## src/sv/prrt_pkg.sv

```systemverilog
// shared types, codes and defaults for the priority rectangle region table
// no dependencies
package prrt_pkg;

   localparam int MAX_REGIONS_DEF  = 64;
   localparam int COORD_BITS_DEF   = 16;
   localparam int TEXTURE_BITS_DEF = 16;

   localparam int CFG_WIDTH = 15;
   localparam int CSR_INDEX_WIDTH = 2;

   localparam logic [CFG_WIDTH-1:0] CFG_RESET_VALUE = 15'd64;

   localparam logic [1:0] CMD_ADD         = 2'd0;
   localparam logic [1:0] CMD_SET_FLOOR   = 2'd1;
   localparam logic [1:0] CMD_SET_CEILING = 2'd2;
   localparam logic [1:0] CMD_LOOKUP      = 2'd3;

   localparam logic [2:0] STAT_OK       = 3'd0;
   localparam logic [2:0] STAT_BOUNDS   = 3'd1;
   localparam logic [2:0] STAT_FULL     = 3'd2;
   localparam logic [2:0] STAT_INDEX    = 3'd3;
   localparam logic [2:0] STAT_NO_MATCH = 3'd4;

   localparam logic [CSR_INDEX_WIDTH-1:0] REG_GRID_COLUMNS = 2'd0;
   localparam logic [CSR_INDEX_WIDTH-1:0] REG_GRID_ROWS    = 2'd1;
   localparam logic [CSR_INDEX_WIDTH-1:0] REG_TILE_SIZE    = 2'd2;

   typedef struct packed {
      logic [1:0]         command;
      logic signed [15:0] x_low;
      logic signed [15:0] y_low;
      logic signed [15:0] x_high;
      logic signed [15:0] y_high;
      logic [9:0]         region_index;
      logic signed [31:0] height;
      logic [15:0]        texture;
      logic               ceiling_present;
   } req_type;

   typedef struct packed {
      logic [2:0]         status;
      logic [9:0]         found_index;
      logic signed [31:0] floor_level;
      logic signed [31:0] ceiling_level;
      logic [15:0]        floor_tex;
      logic [15:0]        ceiling_tex;
      logic               has_roof;
   } rsp_type;

   typedef enum logic [2:0] {
      S_IDLE,
      S_EXEC,
      S_PRIME,
      S_SCAN,
      S_FETCH
   } state_type;

   typedef struct packed {
      logic latch;
      logic do_add;
      logic do_set;
      logic scan_init;
      logic scan_step;
      logic latch_hit;
      logic emit_hit;
      logic emit_miss;
   } ctrl_cmd_type;

   typedef struct packed {
      logic [1:0] command;
      logic       count_zero;
      logic       hit;
      logic       last;
   } ctrl_stat_type;

endpackage

```

## src/sv/prrt_ctrl.sv

```systemverilog
// controller state machine for the region table
// depends on prrt_pkg
module prrt_ctrl (
   input  logic                    clock,
   input  logic                    reset,
   input  logic                    start,
   output logic                    busy,
   input  prrt_pkg::ctrl_stat_type stat,
   output prrt_pkg::ctrl_cmd_type  cmd
);
   import prrt_pkg::*;

   state_type state_ff;
   state_type state_in;

   always_ff @(posedge clock) begin
      if (reset) begin
         state_ff <= S_IDLE;
      end else begin
         state_ff <= state_in;
      end
   end

   always_comb begin
      state_in = state_ff;
      unique case (state_ff)
         S_IDLE: begin
            if (start) begin
               state_in = S_EXEC;
            end
         end
         S_EXEC: begin
            if (stat.command == CMD_LOOKUP && !stat.count_zero) begin
               state_in = S_PRIME;
            end else begin
               state_in = S_IDLE;
            end
         end
         S_PRIME: begin
            state_in = S_SCAN;
         end
         S_SCAN: begin
            if (stat.hit) begin
               state_in = S_FETCH;
            end else if (stat.last) begin
               state_in = S_IDLE;
            end
         end
         S_FETCH: begin
            state_in = S_IDLE;
         end
         default: begin
            state_in = S_IDLE;
         end
      endcase
   end

   always_comb begin
      cmd  = '0;
      busy = 1'b1;
      unique case (state_ff)
         S_IDLE: begin
            busy      = 1'b0;
            cmd.latch = start;
         end
         S_EXEC: begin
            unique case (stat.command)
               CMD_ADD: begin
                  cmd.do_add = 1'b1;
               end
               CMD_SET_FLOOR, CMD_SET_CEILING: begin
                  cmd.do_set = 1'b1;
               end
               default: begin
                  if (stat.count_zero) begin
                     cmd.emit_miss = 1'b1;
                  end else begin
                     cmd.scan_init = 1'b1;
                  end
               end
            endcase
         end
         S_PRIME: begin
            cmd.scan_step = 1'b1;
         end
         S_SCAN: begin
            if (stat.hit) begin
               cmd.latch_hit = 1'b1;
            end else if (stat.last) begin
               cmd.emit_miss = 1'b1;
            end else begin
               cmd.scan_step = 1'b1;
            end
         end
         S_FETCH: begin
            cmd.emit_hit = 1'b1;
         end
         default: begin
            cmd = '0;
         end
      endcase
   end

endmodule

```

## config.mk

```make
export PLATFORM = sky130hd
export DESIGN_NAME = prrt_ctrl
export DESIGN_NICKNAME = d
export VERILOG_FILES = /design/src/sv/prrt_pkg.sv /design/src/sv/prrt_ctrl.sv
export SDC_FILE = /design/constraint.sdc
export NUM_CORES = 1
export LEC_CHECK = 0
export BUFFER_PORTS_ARGS = -buffer_cell sky130_fd_sc_hd__buf_2
export CAP_MARGIN = 20
export CORE_AREA = 4 4 41 43
export CTS_BUF_LIST = sky130_fd_sc_hd__clkbuf_4 sky130_fd_sc_hd__clkbuf_8
export DETAILED_ROUTE_END_ITERATION = 6
export DIE_AREA = 0 0 45 47
export PLACE_DENSITY = 0.54
export SETUP_SLACK_MARGIN = 0.15
export SLEW_MARGIN = 20
export SYNTH_ARGS = -nofsm -noshare
export SYNTH_HDL_FRONTEND = slang
export SYNTH_SLANG_ARGS = --single-unit
export TNS_END_PERCENT = 100
```

## constraint.sdc

```tcl
create_clock -name clock -period 1.3 [get_ports clock]
set_input_delay 0.13 -clock clock [delete_from_list [all_inputs] [get_ports clock]]
set_output_delay 0.13 -clock clock [all_outputs]
set_load 0.1 [all_outputs]
```

==> key figures <==
Finish
  • Multi-input logic area: about 240 um^2
  • Share of cells above drive strength 1: 0.698
  • Design Area, Final: a little over 600 um^2
  • Ant. Diodes: 0
  • Max FFs per register: 3
  • Register Area: around 66 um^2
  • Largest regs: state_ff (3)
  • # fillers: between 100 and 150
  • Layout Cells excl Fill: slightly below 70
  • Most flop-heavy register: state_ff
  • Layout Area Growth over Synthesis: 129%
  • Nets: 64

Placement
  • DP Wirelength: between 600 and 700 um
  • Final GP Congestion: 0.677
  • IO buf count: 16
  • Placed insts: 64
  • Post-Place Cell Area: approximately 560 um^2

CTS
  • Clock buffer depth: 2
  • Clk slew on worst S/H paths: approximately 40 ps
  • CTS Root Cell: clkbuf_4
  • CTS H-tree lvls: 1
  • Clock Sinks: 3
  • Worst skew pair latency: around 240 ps
  • Clock buffer count from CTS: 3
  • Clock tree from TritonCTS: yes

Worst setup path
  • CP top delay family: buffers and inverters
  • CP bufs+invs: 2
  • CP Cell Sequence: buf_6, nor4b_4, buf_12
  • Worst EP required: between 1000 and 1500 ps
  • Critical path class: flop to output pin
  • CP peak stage delay: ~330 ps
  • Crit-path slowest cell: dfxtp_2
  • CP max FO: 4
  • Kind of end point of the critical path: output pin
  • Type of element launching the critical path: flop
  • WP data arrival: between 1000 and 1500 ps

Floorplan
  • I/O pin cnt: 17
  • Die width: 45 um
  • Starting Density: 0.209
  • Core area: between 1000 and 1500 um^2
  • Die area: 2120 um^2
  • Rows: 13
  • Die Ht: around 47 um

Logic synthesis
  • Synth Cell Area: about 270 um^2
  • Synth Net Count: 41
  • Complex-gate fraction of the synthesized area: 0.115
  • Mean Syn Cell Area: between 8 and 9 um^2
  • Synth unique cells: 22
  • Post-synthesis mux area share: 0
  • Warnings from Yosys: 0
  • Main synth FF type: dfxtp_1
  • Largest family of logic cells by synthesized area: simple AND/OR/NAND/NOR gates
  • Post-Syn Instances: 31
  • Simple-gate share of the synthesized area: 0.484
  • Register bit count reported by yosys: 3
  • Yosys top cell area share: 0.221
  • Area leader, netlist: dfxtp_1
  • Post-synth EDFFs: 0
  • Synth Area in Adders: 0.0922
  • Dominant cell by count in the synthesized netlist: dfxtp_1
  • Synth top area cells: dfxtp_1 (22%), ha_1 (9.2%), or3b_1 (6.5%), nand3b_1 (5.5%), nor3b_1 (5.5%)
  • Seq/Total Area, Yosys: 0.221
  • Post-Synth XOR/XNOR Area: 0
  • Post-synth ARST share: 0

STA
  • Fin crit share: 1.05
  • Slew @ Worst Pin: around 270 ps
  • Setup Skew: approximately 7.9 ps
  • Max Clk Rate: roughly 740 MHz
  • Post-layout min period: 1360 ps
  • Final setup viols: 4
  • Max-slew headroom: 0.822
  • Post-route worst setup slack: -59.5 ps
  • RSZ-0062 raised after global routing: true
  • Final Hold Vio Count: 0
  • Setup TNS: -183 ps
  • Final Max Slew Viols: 0

Outcome
  • Status: complete, but fails checks
  • Failing checks: negative setup slack

Power and ir drop
  • VDD IR max: between 0.3 and 0.4 mV
  • Leak Pwr: 0.265 nW
  • Pwr dens: between 700 and 800 nW/um^2

Detailed routing
  • WL/cell: around 13 um
  • DRT Pass-1 Iters: 1
  • Vias: about 330
  • Final WL: around 900 um
  • Via/cell ratio: roughly 4.8
  • Drc violations: 0
  • Post-route ant nets: 0
  • Initial DRC Count: 0

Flow run
  • Max-cap violations: 0

Global route
  • Total GRT Usage: 0.0860
  • Overflow after GRT: 0
  • Largest net degree at the start of global routing: 9
  • Vias in the first global route: a little under 300
  • Initial antenna violation count: 0
  • First-pass GRT wire length: about 1200 um

Hold path
  • Worst hold-check path type: input port to flop
==> worst reg2reg max path, stage by stage (launching register included) <==
cell	delay, ps
dfxtp_4	360
buf_6	140
or3b_1	350
o22ai_1	140
==> where the power goes <==
group | switching (mW) | internal (mW) | leakage, nW
Combinational | 0.103 | 0.0692 | 0.220
Clock | 0.0562 | 0.136 | 0.0184
Sequential | 0.00330 | 0.0939 | 0.0260
Total | 0.163 | 0.299 | 0.265
==> stage by stage <==
step	hold slack (ps)	setup WS (ps)	power, mW	util
2_1_floorplan	194	-359	0.206	-
3_3_place_gp	313	93.9	0.258	0.430
3_5_place_dp	316	99.7	0.259	0.430
4_1_cts	66.5	-73.8	0.464	0.474
5_1_grt	71.5	-107	0.483	0.479
6_report	66.1	-59.5	0.462	0.479
==> kinds of logic (layout without fill, tap and decap cells) <==
kind of cell / Yosys count / after routing
and+or+nand+nor: 17 / 17
AOI/OAI and AO/OA: 5 / 5
buffers and inverters: 4 / 26
DFF: 3 / 3
adders and majority gates: 2 / 2
==> layout by cell type (no fill, tap or decap) <==
cell       Yosys  layout
buf_12         0       9
buf_2          1       7
clkbuf_4       0       4
buf_6          1       3
inv_1          2       2
and4b_2        1       2
nor3b_4        0       2
nand3b_1       2       2
and3_2         0       2
or3b_1         2       2
ha_1           2       2
dfxtp_2        0       2
nor2_1         1       1
o21a_1         1       1
or3_4          0       1
nand2b_1       1       1
a21oi_4        0       1
nor4b_4        0       1
o21bai_1       1       1
or2_2          1       1
a21oi_1        2       1
nor2b_1        1       1
nand4bb_1      1       1
o22ai_1        1       1
buf_4          0       1
dfxtp_4        0       1
==> per-layer routing <==
layer | global-route usage | part of all wire | up-vias
li1 | - | - | 158
met1 | 0.0792 | 0.38 | 153
met2 | 0.158 | 0.54 | 12
met3 | 0.0460 | 0.071 | 2
met4 | 0.0351 | 0.011 | 0
met5 | 0 | 0 | -
==> path summary, 6_finish.rpt <==
path / depth (start not counted) / startpoint / slack [ps] / to
hold reg to reg: 2 / state_ff[1] / 610 / state_ff[1]
hold / removal: 2 / reset / 70 / state_ff[2]
setup reg to reg: 3 / state_ff[1] / 230 / state_ff[1]
setup / recovery: 3 / state_ff[0] / -60 / cmd[7]
==> timing repair <==
item                       4_1_cts  5_1_grt
hold buffers                     0        0
gates resized for setup          8        2
hold endpoints to repair         0        0
pin swaps                        4        2
buffers inserted                 0        0
setup endpoints to repair        9        9
==> cell type report <==
type                            count  share of cell area
Clock buffer                        4              0.0482
Inverter                            2              0.0120
Timing Repair Buffer               20               0.412
Multi-Input combinational cell     24               0.392
Tap cell                           15              0.0301
Sequential cell                     3               0.106
Power figures use the tool's default switching activity.
